File: config.mk
export PLATFORM = sky130hd
export DESIGN_NAME = midi_note_stack_voice_assigner
export DESIGN_NICKNAME = d
export VERILOG_FILES = /design/src/rtl/core/mnsva_pkg.sv /design/src/rtl/core/midi_note_stack_voice_assigner.sv /design/src/rtl/core/mnsva_cell.sv /design/src/rtl/core/mnsva_stack.sv
export SDC_FILE = /design/constraint.sdc
export NUM_CORES = 1
export LEC_CHECK = 0
export BUFFER_PORTS_ARGS = -buffer_cell sky130_fd_sc_hd__buf_2
export CORE_ASPECT_RATIO = 0.5
export CORE_MARGIN = 10
export CORE_UTILIZATION = 55
export DETAILED_ROUTE_END_ITERATION = 10
export PLACE_DENSITY = 0.74
export SLEW_MARGIN = 5
export SYNTH_ARGS = -nofsm -noshare
export SYNTH_HDL_FRONTEND = slang
export SYNTH_HIERARCHICAL = 1
export SYNTH_SLANG_ARGS = --single-unit
File: constraint.sdc
create_clock -name clk -period 10.99 [get_ports clk]
set_input_delay 2.7475 -clock clk [delete_from_list [all_inputs] [get_ports clk]]
set_output_delay 2.7475 -clock clk [all_outputs]
set_load 0.03 [all_outputs]
File: src/rtl/core/mnsva_pkg.sv
// Types and constants shared by the note stack voice assigner modules.
`default_nettype none
package mnsva_pkg;

    localparam int NUM_SLOTS = 4;
    localparam int PADDR_W = 5;
    localparam logic [7:0] MUTED = 8'h80;
    localparam logic [4:0] OMNI = 5'd16;

    localparam logic KIND_CV = 1'b0;
    localparam logic KIND_GATE = 1'b1;

    localparam logic [1:0] CODE_NOTE = 2'd0;
    localparam logic [1:0] CODE_RELEASE = 2'd1;
    localparam logic [1:0] CODE_FIRST_ON = 2'd2;
    localparam logic [1:0] CODE_ALL_OFF = 2'd3;

    localparam logic [1:0] ORD_LAST = 2'd0;
    localparam logic [1:0] ORD_LOW = 2'd1;
    localparam logic [1:0] ORD_HIGH = 2'd2;

    localparam logic [2:0] REG_CHANNEL = 3'd0;
    localparam logic [2:0] REG_LOW_NOTE = 3'd1;
    localparam logic [2:0] REG_HIGH_NOTE = 3'd2;
    localparam logic [2:0] REG_MIN_VEL = 3'd3;
    localparam logic [2:0] REG_ASSIGN = 3'd4;

    // Command broadcast to every cell of the stack for one cycle.
    typedef struct packed {
        logic       clear;
        logic       ins;
        logic       del;
        logic [1:0] order;
        logic [6:0] note;
    } stack_op_t;

endpackage
`default_nettype wire

File: src/rtl/core/midi_note_stack_voice_assigner.sv
// Top level of the MIDI note stack voice assigner: control, slots, register port.
// Sequence: a word is filtered and applied to the stack in ST_UPD, the slot plan is
// built in ST_PLAN, and ST_EMIT walks at most 9 candidates and sends the selected
// ones as events, each waiting for a free output register. A new word is taken
// only when the sequencer is back in idle.
// Reset (rst_n low, asynchronous) empties the stack, mutes all slots, loads defaults.
`default_nettype none
module midi_note_stack_voice_assigner #(
    parameter int STACK_DEPTH = 8
) (
    input  logic                            clk,
    input  logic                            rst_n,
    input  logic                            in_valid,
    output logic                            in_ready,
    input  logic                            mode,
    input  logic [3:0]                      channel,
    input  logic [6:0]                      note_number,
    input  logic [6:0]                      velocity,
    output logic                            out_valid,
    input  logic                            out_ready,
    output logic                            event_kind,
    output logic [1:0]                      event_code,
    output logic [1:0]                      slot,
    output logic [7:0]                      slot_value,
    output logic                            last,
    input  logic                            psel,
    input  logic                            penable,
    input  logic                            pwrite,
    input  logic [mnsva_pkg::PADDR_W-1:0]   paddr,
    input  logic [31:0]                     pwdata,
    output logic [31:0]                     prdata,
    output logic                            pready
);
    import mnsva_pkg::*;

    // Sequencer: take a word, update the stack, plan the events, then emit them.
    typedef enum logic [1:0] {ST_IDLE, ST_UPD, ST_PLAN, ST_EMIT} state_t;
    // Each plan names a fixed list of candidate events; a mask picks those sent.
    typedef enum logic [1:0] {P_ALLOFF, P_NOTE, P_PARA} plan_t;

    state_t      state_reg, state_next;
    plan_t       plan_reg, plan_next;

    logic [4:0]  chan_cfg_reg;
    logic [6:0]  low_cfg_reg;
    logic [6:0]  high_cfg_reg;
    logic [6:0]  minv_cfg_reg;
    logic [2:0]  assign_cfg_reg;

    logic        in_mode_reg, in_mode_next;
    logic [3:0]  in_chan_reg, in_chan_next;
    logic [6:0]  in_note_reg, in_note_next;
    logic [6:0]  in_vel_reg, in_vel_next;
    logic        ok_reg, ok_next;

    logic [7:0]  slot_reg [NUM_SLOTS];
    logic [7:0]  slot_next [NUM_SLOTS];
    logic [1:0]  ptr_reg, ptr_next;
    logic [1:0]  pslot_reg, pslot_next;
    logic [8:0]  rem_reg, rem_next;
    logic [3:0]  k_reg, k_next;

    logic        out_valid_reg, out_valid_next;
    logic        out_kind_reg, out_kind_next;
    logic [1:0]  out_code_reg, out_code_next;
    logic [1:0]  out_slot_reg, out_slot_next;
    logic [7:0]  out_value_reg, out_value_next;
    logic        out_last_reg, out_last_next;

    stack_op_t   op;
    logic [6:0]  top_note [NUM_SLOTS];
    logic        top_valid [NUM_SLOTS];

    // Candidate event at the current walk position.
    logic        ev_kind;
    logic [1:0]  ev_code;
    logic [1:0]  ev_slot;
    logic [8:0]  ev_bit;

    // Plan-state helpers.
    logic        vel_on;
    logic        is_stack_mode;
    logic        para_changed;
    logic        para_any;
    logic [6:0]  para_n;
    logic [2:0]  cyc_size;
    logic [2:0]  ptr_inc;
    logic        chan_ok;

    mnsva_stack #(
        .STACK_DEPTH (STACK_DEPTH)
    ) u_stack (
        .clk       (clk),
        .rst_n     (rst_n),
        .op        (op),
        .top_note  (top_note),
        .top_valid (top_valid)
    );

    // Register port: writes never wait (pready is tied high), reads come straight from the registers.
    assign pready = 1'b1;

    always_comb
    begin
        unique case (paddr[PADDR_W-1:2])
            REG_CHANNEL:   prdata = {27'd0, chan_cfg_reg};
            REG_LOW_NOTE:  prdata = {25'd0, low_cfg_reg};
            REG_HIGH_NOTE: prdata = {25'd0, high_cfg_reg};
            REG_MIN_VEL:   prdata = {25'd0, minv_cfg_reg};
            REG_ASSIGN:    prdata = {29'd0, assign_cfg_reg};
            default:       prdata = 32'd0;
        endcase
    end

    always_ff @(posedge clk or negedge rst_n)
    begin
        if (!rst_n)
        begin
            chan_cfg_reg <= OMNI;
            low_cfg_reg <= 7'd0;
            high_cfg_reg <= 7'd127;
            minv_cfg_reg <= 7'd0;
            assign_cfg_reg <= 3'd0;
        end
        else if (psel && penable && pwrite)
        begin
            unique case (paddr[PADDR_W-1:2])
                REG_CHANNEL:   chan_cfg_reg <= pwdata[4:0];
                REG_LOW_NOTE:  low_cfg_reg <= pwdata[6:0];
                REG_HIGH_NOTE: high_cfg_reg <= pwdata[6:0];
                REG_MIN_VEL:   minv_cfg_reg <= pwdata[6:0];
                REG_ASSIGN:    assign_cfg_reg <= pwdata[2:0];
                default:       ;
            endcase
        end
    end

    // Input is taken whenever the sequencer is idle, even while the output
    // register still holds the final word of the previous item.
    assign in_ready = (state_reg == ST_IDLE);

    assign vel_on = |in_vel_reg;
    // Mono (last, low, high) and both paraphonic modes work on the stack.
    assign is_stack_mode = (assign_cfg_reg <= 3'd2) || (assign_cfg_reg >= 3'd6);
    assign chan_ok = (chan_cfg_reg == OMNI) || (chan_cfg_reg == {1'b0, in_chan_reg});
    assign cyc_size = assign_cfg_reg - 3'd1;
    assign ptr_inc = {1'b0, ptr_reg} + 3'd1;

    // Decode the candidate event for the walk position.
    always_comb
    begin
        ev_bit = 9'(1) << k_reg;
        ev_kind = KIND_GATE;
        ev_code = CODE_NOTE;
        ev_slot = 2'd0;
        unique case (plan_reg)
            P_ALLOFF:
            begin
                if (k_reg < 4'd4)
                begin
                    ev_code = CODE_RELEASE;
                    ev_slot = k_reg[1:0];
                end
                else
                begin
                    ev_code = CODE_ALL_OFF;
                end
            end
            P_NOTE:
            begin
                if (k_reg == 4'd0)
                begin
                    ev_kind = KIND_CV;
                    ev_slot = pslot_reg;
                end
                else if (k_reg == 4'd1)
                begin
                    ev_slot = pslot_reg;
                end
                else
                begin
                    ev_code = CODE_FIRST_ON;
                end
            end
            default:
            begin
                if (k_reg == 4'd8)
                begin
                    ev_code = CODE_FIRST_ON;
                end
                else
                begin
                    ev_kind = k_reg[0] ? KIND_GATE : KIND_CV;
                    ev_slot = k_reg[2:1];
                end
            end
        endcase
    end

    always_comb
    begin
        state_next = state_reg;
        plan_next = plan_reg;
        in_mode_next = in_mode_reg;
        in_chan_next = in_chan_reg;
        in_note_next = in_note_reg;
        in_vel_next = in_vel_reg;
        ok_next = ok_reg;
        slot_next = slot_reg;
        ptr_next = ptr_reg;
        pslot_next = pslot_reg;
        rem_next = rem_reg;
        k_next = k_reg;
        out_kind_next = out_kind_reg;
        out_code_next = out_code_reg;
        out_slot_next = out_slot_reg;
        out_value_next = out_value_reg;
        out_last_next = out_last_reg;
        out_valid_next = out_valid_reg && !out_ready;
        op = '0;
        para_changed = 1'b0;
        para_any = 1'b0;
        para_n = 7'd0;

        unique case (state_reg)
            ST_IDLE:
            begin
                if (in_valid)
                begin
                    in_mode_next = mode;
                    in_chan_next = channel;
                    in_note_next = note_number;
                    in_vel_next = velocity;
                    state_next = ST_UPD;
                end
            end
            ST_UPD:
            begin
                // Filter the message and apply it to the stack in the same cycle.
                ok_next = chan_ok && (in_note_reg >= low_cfg_reg)
                    && (in_note_reg <= high_cfg_reg)
                    && !(vel_on && (minv_cfg_reg != 7'd0) && (in_vel_reg < minv_cfg_reg));
                op.note = in_note_reg;
                op.order = (assign_cfg_reg >= 3'd6) ? ORD_LOW : assign_cfg_reg[1:0];
                op.clear = in_mode_reg;
                op.ins = !in_mode_reg && ok_next && is_stack_mode && vel_on;
                op.del = !in_mode_reg && ok_next && is_stack_mode && !vel_on;
                state_next = ST_PLAN;
            end
            ST_PLAN:
            begin
                k_next = 4'd0;
                rem_next = 9'd0;
                plan_next = P_ALLOFF;
                pslot_next = 2'd0;
                state_next = ST_EMIT;
                if (in_mode_reg)
                begin
                    for (int i = 0; i < NUM_SLOTS; i++)
                    begin
                        slot_next[i] = MUTED;
                    end
                    ptr_next = 2'd0;
                    rem_next = 9'b0_0001_1111;
                end
                else if (ok_reg)
                begin
                    if (assign_cfg_reg <= 3'd2)
                    begin
                        // Mono: the top of the stack drives slot zero.
                        if (!top_valid[0])
                        begin
                            if (slot_reg[0] != MUTED)
                            begin
                                slot_next[0] = MUTED;
                                rem_next = 9'b0_0001_1111;
                            end
                        end
                        else if (slot_reg[0] != {1'b0, top_note[0]})
                        begin
                            slot_next[0] = {1'b0, top_note[0]};
                            plan_next = P_NOTE;
                            rem_next = {6'd0, slot_reg[0] == MUTED, 2'b11};
                        end
                    end
                    else if (assign_cfg_reg <= 3'd5)
                    begin
                        // Cycle: a note-on takes the pointed slot, a note-off
                        // releases every slot that plays the note.
                        if (vel_on)
                        begin
                            slot_next[ptr_reg] = {1'b0, in_note_reg};
                            plan_next = P_NOTE;
                            pslot_next = ptr_reg;
                            rem_next = 9'b0_0000_0111;
                            ptr_next = (ptr_inc >= cyc_size) ? 2'd0 : ptr_inc[1:0];
                        end
                        else
                        begin
                            for (int i = 0; i < NUM_SLOTS; i++)
                            begin
                                if (slot_reg[i] == {1'b0, in_note_reg})
                                begin
                                    slot_next[i] = MUTED;
                                    rem_next[i] = 1'b1;
                                end
                                else if (slot_reg[i] != MUTED)
                                begin
                                    para_any = 1'b1;
                                end
                            end
                            rem_next[4] = !para_any;
                        end
                    end
                    else if (top_valid[0] && (vel_on || (assign_cfg_reg == 3'd6)))
                    begin
                        // Paraphonic: the ascending stack repeats round the slots.
                        plan_next = P_PARA;
                        for (int i = 0; i < NUM_SLOTS; i++)
                        begin
                            if (top_valid[i])
                            begin
                                para_n = top_note[i];
                            end
                            else if (!top_valid[2] && top_valid[1])
                            begin
                                para_n = top_note[i % 2];
                            end
                            else
                            begin
                                para_n = top_note[0];
                            end
                            if (slot_reg[i] != {1'b0, para_n})
                            begin
                                para_changed = 1'b1;
                                rem_next[2*i] = 1'b1;
                            end
                            slot_next[i] = {1'b0, para_n};
                            rem_next[2*i+1] = para_changed
                                || (vel_on && (para_n == in_note_reg));
                        end
                        rem_next[8] = vel_on;
                    end
                    else
                    begin
                        for (int i = 0; i < NUM_SLOTS; i++)
                        begin
                            slot_next[i] = MUTED;
                        end
                        rem_next = 9'b0_0001_1111;
                    end
                end
            end
            default:
            begin
                // Walk the candidates; a selected one waits for a free output register.
                if (rem_reg == 9'd0)
                begin
                    state_next = ST_IDLE;
                end
                else if ((rem_reg & ev_bit) == 9'd0)
                begin
                    k_next = k_reg + 4'd1;
                end
                else if (!out_valid_reg || out_ready)
                begin
                    out_valid_next = 1'b1;
                    out_kind_next = ev_kind;
                    out_code_next = ev_code;
                    out_slot_next = ev_slot;
                    out_value_next = ((ev_code == CODE_NOTE) || (ev_code == CODE_RELEASE))
                        ? slot_reg[ev_slot] : 8'd0;
                    out_last_next = ((rem_reg & ~ev_bit) == 9'd0);
                    rem_next = rem_reg & ~ev_bit;
                    k_next = k_reg + 4'd1;
                end
            end
        endcase
    end

    always_ff @(posedge clk or negedge rst_n)
    begin
        if (!rst_n)
        begin
            state_reg <= ST_IDLE;
            plan_reg <= P_ALLOFF;
            in_mode_reg <= 1'b0;
            in_chan_reg <= 4'd0;
            in_note_reg <= 7'd0;
            in_vel_reg <= 7'd0;
            ok_reg <= 1'b0;
            for (int i = 0; i < NUM_SLOTS; i++)
            begin
                slot_reg[i] <= MUTED;
            end
            ptr_reg <= 2'd0;
            pslot_reg <= 2'd0;
            rem_reg <= 9'd0;
            k_reg <= 4'd0;
            out_valid_reg <= 1'b0;
            out_kind_reg <= 1'b0;
            out_code_reg <= 2'd0;
            out_slot_reg <= 2'd0;
            out_value_reg <= 8'd0;
            out_last_reg <= 1'b0;
        end
        else
        begin
            state_reg <= state_next;
            plan_reg <= plan_next;
            in_mode_reg <= in_mode_next;
            in_chan_reg <= in_chan_next;
            in_note_reg <= in_note_next;
            in_vel_reg <= in_vel_next;
            ok_reg <= ok_next;
            slot_reg <= slot_next;
            ptr_reg <= ptr_next;
            pslot_reg <= pslot_next;
            rem_reg <= rem_next;
            k_reg <= k_next;
            out_valid_reg <= out_valid_next;
            out_kind_reg <= out_kind_next;
            out_code_reg <= out_code_next;
            out_slot_reg <= out_slot_next;
            out_value_reg <= out_value_next;
            out_last_reg <= out_last_next;
        end
    end

    assign out_valid = out_valid_reg;
    assign event_kind = out_kind_reg;
    assign event_code = out_code_reg;
    assign slot = out_slot_reg;
    assign slot_value = out_value_reg;
    assign last = out_last_reg;

endmodule
`default_nettype wire

File: src/rtl/core/mnsva_cell.sv
// One cell of the held-note stack: holds one note and shifts with its neighbors.
`default_nettype none
module mnsva_cell (
    input  logic                  clk,
    input  logic                  rst_n,
    input  mnsva_pkg::stack_op_t  op,
    input  logic [6:0]            left_note,
    input  logic                  left_valid,
    input  logic                  left_passed,
    input  logic [6:0]            right_note,
    input  logic                  right_valid,
    output logic [6:0]            note,
    output logic                  valid,
    output logic                  passed
);
    import mnsva_pkg::*;

    logic [6:0] note_reg;
    logic [6:0] note_next;
    logic       valid_reg;
    logic       valid_next;
    logic       hit;

    // An insert lands in the first cell that is empty or ranks below the new note.
    always_comb
    begin
        hit = 1'b0;
        if (op.ins)
        begin
            hit = !valid_reg || (op.order == ORD_LAST)
                || ((op.order == ORD_LOW) && (op.note < note_reg))
                || ((op.order == ORD_HIGH) && (op.note > note_reg));
        end
        else if (op.del)
        begin
            hit = valid_reg && (note_reg == op.note);
        end
    end

    assign passed = left_passed | hit;

    always_comb
    begin
        note_next = note_reg;
        valid_next = valid_reg;
        if (op.clear)
        begin
            valid_next = 1'b0;
        end
        else if (op.ins)
        begin
            valid_next = valid_reg | left_valid;
            if (left_passed)
            begin
                note_next = left_note;
            end
            else if (hit)
            begin
                note_next = op.note;
            end
        end
        else if (op.del)
        begin
            if (passed)
            begin
                note_next = right_note;
                valid_next = right_valid;
            end
        end
    end

    always_ff @(posedge clk or negedge rst_n)
    begin
        if (!rst_n)
        begin
            valid_reg <= 1'b0;
        end
        else
        begin
            valid_reg <= valid_next;
        end
    end

    always_ff @(posedge clk)
    begin
        note_reg <= note_next;
    end

    assign note = note_reg;
    assign valid = valid_reg;

endmodule
`default_nettype wire

File: src/rtl/core/mnsva_stack.sv
// Held-note stack built as a row of cells, best note in cell zero.
`default_nettype none
module mnsva_stack #(
    parameter int STACK_DEPTH = 8
) (
    input  logic                  clk,
    input  logic                  rst_n,
    input  mnsva_pkg::stack_op_t  op,
    output logic [6:0]            top_note [mnsva_pkg::NUM_SLOTS],
    output logic                  top_valid [mnsva_pkg::NUM_SLOTS]
);
    import mnsva_pkg::*;

    logic [6:0] note_w [STACK_DEPTH];
    logic       valid_w [STACK_DEPTH];
    logic       passed_w [STACK_DEPTH];

    genvar i;
    generate
        for (i = 0; i < STACK_DEPTH; i++)
        begin : g_cell
            logic [6:0] ln;
            logic       lv;
            logic       lp;
            logic [6:0] rn;
            logic       rv;
            if (i == 0)
            begin : g_first
                assign ln = 7'd0;
                assign lv = 1'b1;
                assign lp = 1'b0;
            end
            else
            begin : g_mid_l
                assign ln = note_w[i-1];
                assign lv = valid_w[i-1];
                assign lp = passed_w[i-1];
            end
            if (i == STACK_DEPTH - 1)
            begin : g_end
                assign rn = 7'd0;
                assign rv = 1'b0;
            end
            else
            begin : g_mid_r
                assign rn = note_w[i+1];
                assign rv = valid_w[i+1];
            end
            mnsva_cell u_cell (
                .clk         (clk),
                .rst_n       (rst_n),
                .op          (op),
                .left_note   (ln),
                .left_valid  (lv),
                .left_passed (lp),
                .right_note  (rn),
                .right_valid (rv),
                .note        (note_w[i]),
                .valid       (valid_w[i]),
                .passed      (passed_w[i])
            );
        end
        for (i = 0; i < NUM_SLOTS; i++)
        begin : g_top
            if (i < STACK_DEPTH)
            begin : g_have
                assign top_note[i] = note_w[i];
                assign top_valid[i] = valid_w[i];
            end
            else
            begin : g_none
                assign top_note[i] = 7'd0;
                assign top_valid[i] = 1'b0;
            end
        end
    endgenerate

endmodule
`default_nettype wire

### Word level (Yosys, flattened, before mapping)

Index checks and enable logic that the tools add are counted.

* $add $sub $neg: 3
* magnitude comparators: 27
* eq/ne operators: 58
* shift-type cells: 1
* mux-type cells: 245
* bitwise gates (word level): 24
* reduce and logical (&&, ||, !) cells: 157

Operator list (number)
* $mux 7: 67
* $mux 32: 5
* $mux 1: 107
* $mux 8: 12
* $eq 7x7->1: 12
* $mux 9: 9
* $lt 7x7->1: 9
* $gt 7x7->1: 8
* $mux 2: 27
* $reduce_and 4->1: 12
* $logic_and 1x1->1: 43
* $ne 8x7->1: 5
* $pmux 7 s5: 1
* $logic_or 1x1->1: 33
* $bwmux 32: 1
* $eq 8x7->1: 4
* $ne 8x8->1 const B: 4
* $reduce_and 2->1: 15
* $reduce_bool 3->1: 10
* $logic_not 9->1: 3
* $mux 24: 1
* $reduce_bool 2->1: 12
* $ne 3x1->1 const B: 7
* $and 9x9->9: 2
* other kinds (54): 106

* bits in registers: 181
* bits of input ports: 63
* output and inout port bits: 49
* logic and storage cells: 557

### Depth between registers and ports, before layout

Gate-level depths: netlist of the first run.

* depth after elaboration: 45
* mapped depth: 36
* gate-level depth less buffers: 33

### Cells and area by module

Netlist of the first run, hierarchy kept.

By module, submodules not included
* midi_note_stack_voice_assigner: times used 1, cells an instance 957, area an instance 8679.6 µm², seq. area each 2942.8 µm²
* mnsva_cell: times used 8, cells an instance 72, area an instance 665.6 µm², seq. area each 235.2 µm²
* mnsva_stack: times used 1, cells an instance 6, area an instance 37.5 µm², seq. area each 0.0 µm²

### Worst setup path after synthesis of the first run

Ideal clock, no wire load.

* kind: register to register
* from: register in_note_reg[0]
* to: register u_stack.g_cell[7].u_cell.note_reg[0], enable pin
* library setup time: 0.383 ns
* arrival: 8.178 ns
* data required time: 10.607 ns
* setup slack: 2.429 ns
* stages on the path, launching flop included: 36
* buffers on the path: 10
* clock period less this slack: 8.561 ns
* cell sequence: dfrtp_1 > clkbuf_1 > clkbuf_1 > inv_1 > ha_1 > nand2b_1 > a21o_1 > a21oi_1 > o21ai_0 > a31oi_1 > nor4_1 > and3_1 > buf_2 > a211oi_1 > a211oi_1 > buf_2 > a211oi_1 > a211oi_1 > buf_2 > a211oi_1 > a211oi_1 > buf_2 > a211oi_1 > a211oi_1 > buf_2 > a211oi_1 > a211oi_1 > buf_2 > a211oi_1 > a211oi_1 > buf_2 > a211oi_1 > a211oi_1 > buf_2 > o31ai_1 > a211oi_1

RTL lines
* from (decl): RTL line midi_note_stack_voice_assigner.sv:52 `logic [6:0] in_note_reg, in_note_next;`
* from (signal assigned): RTL line midi_note_stack_voice_assigner.sv:413 `in_note_reg <= in_note_next;`
* to (signal assigned): RTL line mnsva_cell.sv:86 `note_reg <= note_next;`
* to (decl): RTL line mnsva_cell.sv:18 `logic [6:0] note_reg;`

==> impl_metrics.env, run 1 <==
export IMPL_htreeDepth=4
export IMPL_cp_slowest_cell="a211oi_1"
export IMPL_cp_arrival_ns=9.39
export IMPL_outcome="finished clean"
export IMPL_min_from="event_code[0]"
export IMPL_end_kind="register"
export IMPL_cts_sinks=181
export IMPL_cts_clk_slew_worst_paths_ns=0.07
export IMPL_cts_tree="yes"
export IMPL_initial_utilization_pct=55.8
export IMPL_grt_overflow=0
export IMPL_layout_min_cycle_time_ns=9.31
export IMPL_relSlewSlack_pct=15.0
export IMPL_largest_reg_flops=56
export IMPL_start_kind="register"
export IMPL_power_density_nw_per_um2=207
export IMPL_vias=12000
export IMPL_cpMostUsedCell="o21a_1"
export IMPL_die_area_um2=32700
export IMPL_tightest_slew_ns=1.26
export IMPL_rr_worst_depth=39
export IMPL_r2r_slack_ns=1.68
export IMPL_worstPathRequired_ns=11.07
export IMPL_ys_warn_count=6
export IMPL_clk_latency_ns=0.47
export IMPL_regArea_um2=4820
export IMPL_cts_buffer_depth=2
export IMPL_grt_max_degree=105
export IMPL_clock_fmax_mhz=107
export IMPL_cts_setup_buffers=0
export IMPL_min_path_type="reg -> reg"
export IMPL_dp_hpwl_um=28300
export IMPL_root_buffer="clkbuf_16"
export IMPL_critPathMaxFanout=13
export IMPL_grt_pass1_vias=11800
export IMPL_io_buffers=58
export IMPL_num_rows=41
export IMPL_cts_buffers=17
export IMPL_holdPathEnd="event_code[0]"
export IMPL_hold_viol=0
export IMPL_antenna_found_initial=0
export IMPL_nNetsFinal=1735
export IMPL_post_drt_wl_per_cell_um=20.2
export IMPL_firstDrtPassIters=6
export IMPL_syn2layout_area_growth_pct=8.11
export IMPL_ant_nets=0
export IMPL_drcViolationCount=0
export IMPL_holdWs_ns=0.486
export IMPL_skew_ns=0.0122
export IMPL_rsz0062_at_grt="no"
export IMPL_peakVddDrop_uv=124
export IMPL_min_period_over_period_pct=84.7
export IMPL_slowest_delay_ns=0.81
export IMPL_synth_area_um2=14000
export IMPL_leakage_uw=0.00690
export IMPL_wirelength_um=39100
export IMPL_track_usage_pct=23.8
export IMPL_syn_inst=1537
export IMPL_hold_buffers=0
export IMPL_finalSetupTns_ns=0
export IMPL_slew_viol_final=0
export IMPL_crit_type="reg -> reg"
export IMPL_core_um2=25100
export IMPL_die_y_um=133
export IMPL_die_w_um=246
export IMPL_reg2reg_from="high_cfg_reg[1]"
export IMPL_io_pins=112
export IMPL_gp_congestion=0.955
export IMPL_via_per_inst=6.21
export IMPL_multi_input_area_um2=8390
export IMPL_setup_viol=0
export IMPL_hold_depth=2
export IMPL_avgSynthCellArea_um2=9.13
export IMPL_first_iter_violations=1509
export IMPL_n_antenna_cell=0
export IMPL_fillerInstances=2196
export IMPL_post_cts_resized=0
export IMPL_drive_gt1_share_pct=14.7
export IMPL_r2r_end="u_stack/g_cell[7].u_cell/note[5]"
export IMPL_maxCapViolCount=0
export IMPL_grt_first_pass_wirelength_um=63000
## power breakdown
group | switching, µW | internal (µW)
sequential | 213 | 855
combinational | 872 | 579
clock | 287 | 331
total | 1370 | 1760
## cell type report
| type | instances | area share [%] |
|---|---|---|
| sequential | 181 | 31.8 |
| clock inverter | 11 | 0.743 |
| tap | 344 | 2.84 |
| inverter | 113 | 2.80 |
| multi-input combinational | 1175 | 55.3 |
| clock buffer | 21 | 3.04 |
| timing repair buffer | 88 | 3.42 |
## through the flow
stage / total power [µW] / cells / utilization (%) / area, µm² / setup slack (ns)
4_1_cts: 3120 / 1933 / 60.3 / 15200 / 1.68
6_report: 3140 / 1933 / 60.3 / 15200 / 1.68
5_1_grt: 3330 / 1933 / 60.3 / 15200 / 1.12
3_3_place_gp: 2430 / 1901 / 58.0 / 14600 / 1.98
3_5_place_dp: 2490 / 1901 / 58.0 / 14600 / 1.71
2_1_floorplan: 2110 / 1579 / - / 14200 / 2.45
## per-layer routing
layer  global-route usage (%)  vias to the layer above  part of all wire, %
li1                         -                     5576                    -
met1                     30.3                     5847                   43
met2                     39.2                      501                   47
met3                     4.70                       81                  7.3
met4                     9.00                        0                  2.4
met5                        0                        -                    0
## how the worst max path moves through the flow
stage | startpoint | end | cells after the start
2_1_floorplan | in_note_reg[0] | u_stack/g_cell[7].u_cell/note[0] | 35
3_3_place_gp | high_cfg_reg[1] | u_stack/g_cell[7].u_cell/note[4] | 39
3_5_place_dp | high_cfg_reg[1] | u_stack/g_cell[7].u_cell/note[6] | 39
4_1_cts | high_cfg_reg[1] | u_stack/g_cell[7].u_cell/note[6] | 39
5_1_grt | high_cfg_reg[1] | u_stack/g_cell[7].u_cell/note[6] | 39
6_report | high_cfg_reg[1] | u_stack/g_cell[7].u_cell/note[5] | 39
## critical path, delay by kind of cell (launching register included)
| family | cells | cell delay (ns) |
|---|---|---|
| AND/OR/NAND/NOR | 10 | 2.66 |
| flip-flops | 1 | 0.52 |
| buffers and inverters | 8 | 1.78 |
| adder cells (fa/ha/maj) | 1 | 0.31 |
| AO/OA/AOI/OAI | 20 | 3.64 |
## cell usage in the layout, fill, tap and decap left out, drive strengths merged, types with 25 or more instances in the layout
cell type	count
a21oi	128
buf	88
conb	46
dfrtp	113
edfxtp	56
ha	96
inv	120
mux2	66
mux2i	84
nand2	95
nor2	140
nor4	25
o21ai	79
xnor2	29
xor2	56
Note: power is estimated with default switching activity, not from simulation.
==> run 2: changes to the inputs <==
==> constraint.sdc (replaced) <==
create_clock -name clk -period 8.6 [get_ports clk]
set_input_delay 2.15 -clock clk [delete_from_list [all_inputs] [get_ports clk]]
set_output_delay 2.15 -clock clk [all_outputs]
set_load 0.03 [all_outputs]
==> run 2 against run 1 <==
Compared with the run above: the flow now finishes with violations (capacitance limit); routed wire length is 0.48% higher; worst setup slack lost 0.99 ns; first-iteration DRC count fell by 25%; clock skew fell by 0.0011 ns; critical path type unchanged; die area unchanged; final area is 0.54% higher; worst hold slack got worse by 0.0077 ns; highest routed layer unchanged; clock-buffer cell count is 1 lower; combinational power rose by 27%; sequential cell count stayed put; register-to-register slack worse by 0.99 ns.
==> impl_metrics.env, run 2 (synthesis gave the netlist of run 1 again) <==
export IMPL_track_usage_pct=23.9
export IMPL_tightest_slew_ns=1.45
export IMPL_relSlewSlack_pct=2.02
export IMPL_nNetsFinal=1739
export IMPL_wirelength_um=39300
export IMPL_htreeDepth=4
export IMPL_grt_max_degree=101
export IMPL_grt_overflow=0
export IMPL_violations="capacitance limit"
export IMPL_start_kind="register"
export IMPL_finalSetupTns_ns=0
export IMPL_num_rows=41
export IMPL_setup_slack_ns=0.690
export IMPL_min_path_type="reg -> reg"
export IMPL_cp_arrival_ns=8.03
export IMPL_slew_viol_final=0
export IMPL_root_buffer="clkbuf_16"
export IMPL_gp_congestion=0.939
export IMPL_rsz0062_at_grt="no"
export IMPL_outcome="finished with violations"
export IMPL_io_buffers=58
export IMPL_via_per_inst=6.11
export IMPL_hold_viol=0
export IMPL_dp_hpwl_um=28900
export IMPL_io_pins=112
export IMPL_cp_slowest_cell="a211oi_4"
export IMPL_power_uw=4050
export IMPL_die_area_um2=32700
export IMPL_critPathMaxFanout=7
export IMPL_largest_reg_flops=56
export IMPL_grt_first_pass_wirelength_um=62800
export IMPL_worstPathRequired_ns=8.72
export IMPL_fin_cells=1938
export IMPL_antenna_found_initial=0
export IMPL_core_um2=25100
export IMPL_final_cell_mix="nor2_1, a21oi_1, inv_1, dfrtp_1, ha_1"
export IMPL_peakVddDrop_uv=154
export IMPL_end_kind="register"
export IMPL_leakage_uw=0.00694
export IMPL_maxCapViolCount=1
export IMPL_setup_viol=0
export IMPL_fin_area_um2=15200
export IMPL_skew_ns=0.0110
export IMPL_crit_type="reg -> reg"
export IMPL_cts_buffer_depth=2
export IMPL_cts_tree="yes"
export IMPL_drive_gt1_share_pct=15.1
export IMPL_clock_fmax_mhz=126
export IMPL_cts_setup_buffers=0
export IMPL_post_drt_wl_per_cell_um=20.3
export IMPL_cts_buffers=17
export IMPL_min_period_over_period_pct=92.0
export IMPL_drcViolationCount=0
export IMPL_grt_pass1_vias=11500
export IMPL_clk_latency_ns=0.47
export IMPL_layout_min_cycle_time_ns=7.91
export IMPL_hold_buffers=0
export IMPL_syn2layout_area_growth_pct=8.69
export IMPL_power_density_nw_per_um2=266
export IMPL_die_y_um=133
export IMPL_initial_utilization_pct=55.8
export IMPL_dpl_cell_area_um2=14600
export IMPL_slowest_delay_ns=0.41
export IMPL_cts_clk_slew_worst_paths_ns=0.07
export IMPL_post_place_ws_ns=0.287
export IMPL_vias=11800
export IMPL_ant_nets=0
export IMPL_placed_cells=1905
export IMPL_layout_commonest_cell="nor2_1"
export IMPL_firstDrtPassIters=7
export IMPL_first_iter_violations=1139
export IMPL_cts_sinks=181
export IMPL_die_w_um=246
[run 2: cell types whose count changed in the layout (fill, tap and decap cells not counted)]
cell / delta
a211oi_1: -1
a211oi_4: +1
buf_4: +4
bufinv_16: +1
clkbuf_1: -2
clkbuf_8: +1
clkinv_4: +4
diode_2: +1
inv_6: -4
[run 2: cell type report]
class | count | area [µm²]
Clock inverter | 12 | 143
Clock buffer | 20 | 468
Multi-Input combinational cell | 1175 | 8410
Inverter | 113 | 424
Sequential cell | 181 | 4820
Tap cell | 344 | 430
Fill cell | 2183 | 9890
Timing Repair Buffer | 92 | 548
Antenna cell | 1 | 2.50
[run 2: report_power, final]
part / internal [µW] / switching (µW)
Sequential: 1090 / 290
Clock: 458 / 375
Combinational: 743 / 1090
Total: 2290 / 1760
[run 2: timing repair]
action	CTS	global route
resized for setup	0	2
endpoints found under the hold margin	0	0
setup endpoints to repair	0	7
[run 2: final timing paths]
kind	from	to	slack, ns	cells after the start
max reg2reg	in_note_reg[0]	u_stack/g_cell[7].u_cell/note[6]	0.69	34
max	in_note_reg[0]	u_stack/g_cell[7].u_cell/note[6]	0.69	34
min in group asynchronous	rst_n	u_stack/g_cell[4].u_cell/valid	1.80	1
max in group asynchronous	rst_n	k_reg[0]	5.45	2
min reg2reg	event_code[0]	event_code[0]	0.48	2
min	event_code[0]	event_code[0]	0.48	2
[run 2: critical path, delay by kind of cell, from the launching register on]
kind	cells	cell delay, ns
flops	1	0.38
compound gates	20	4.26
fa+ha+maj	1	0.26
simple gates	11	2.31
buf+inv	2	0.33
[run 2: per-stage QoR]
step	util [%]	hold WS, ns
floorplan	-	0.464
global placement	58.2	0.462
detailed placement	58.2	0.470
CTS	60.6	0.485
global route	60.6	0.515
finish	60.7	0.479
[run 2: metal layers]
layer / wire [µm] / GRT usage (%)
met4: 663 / 7.84
met3: 2690 / 4.68
met2: 18500 / 38.7
met5: 0 / 0
met1: 17400 / 31.4
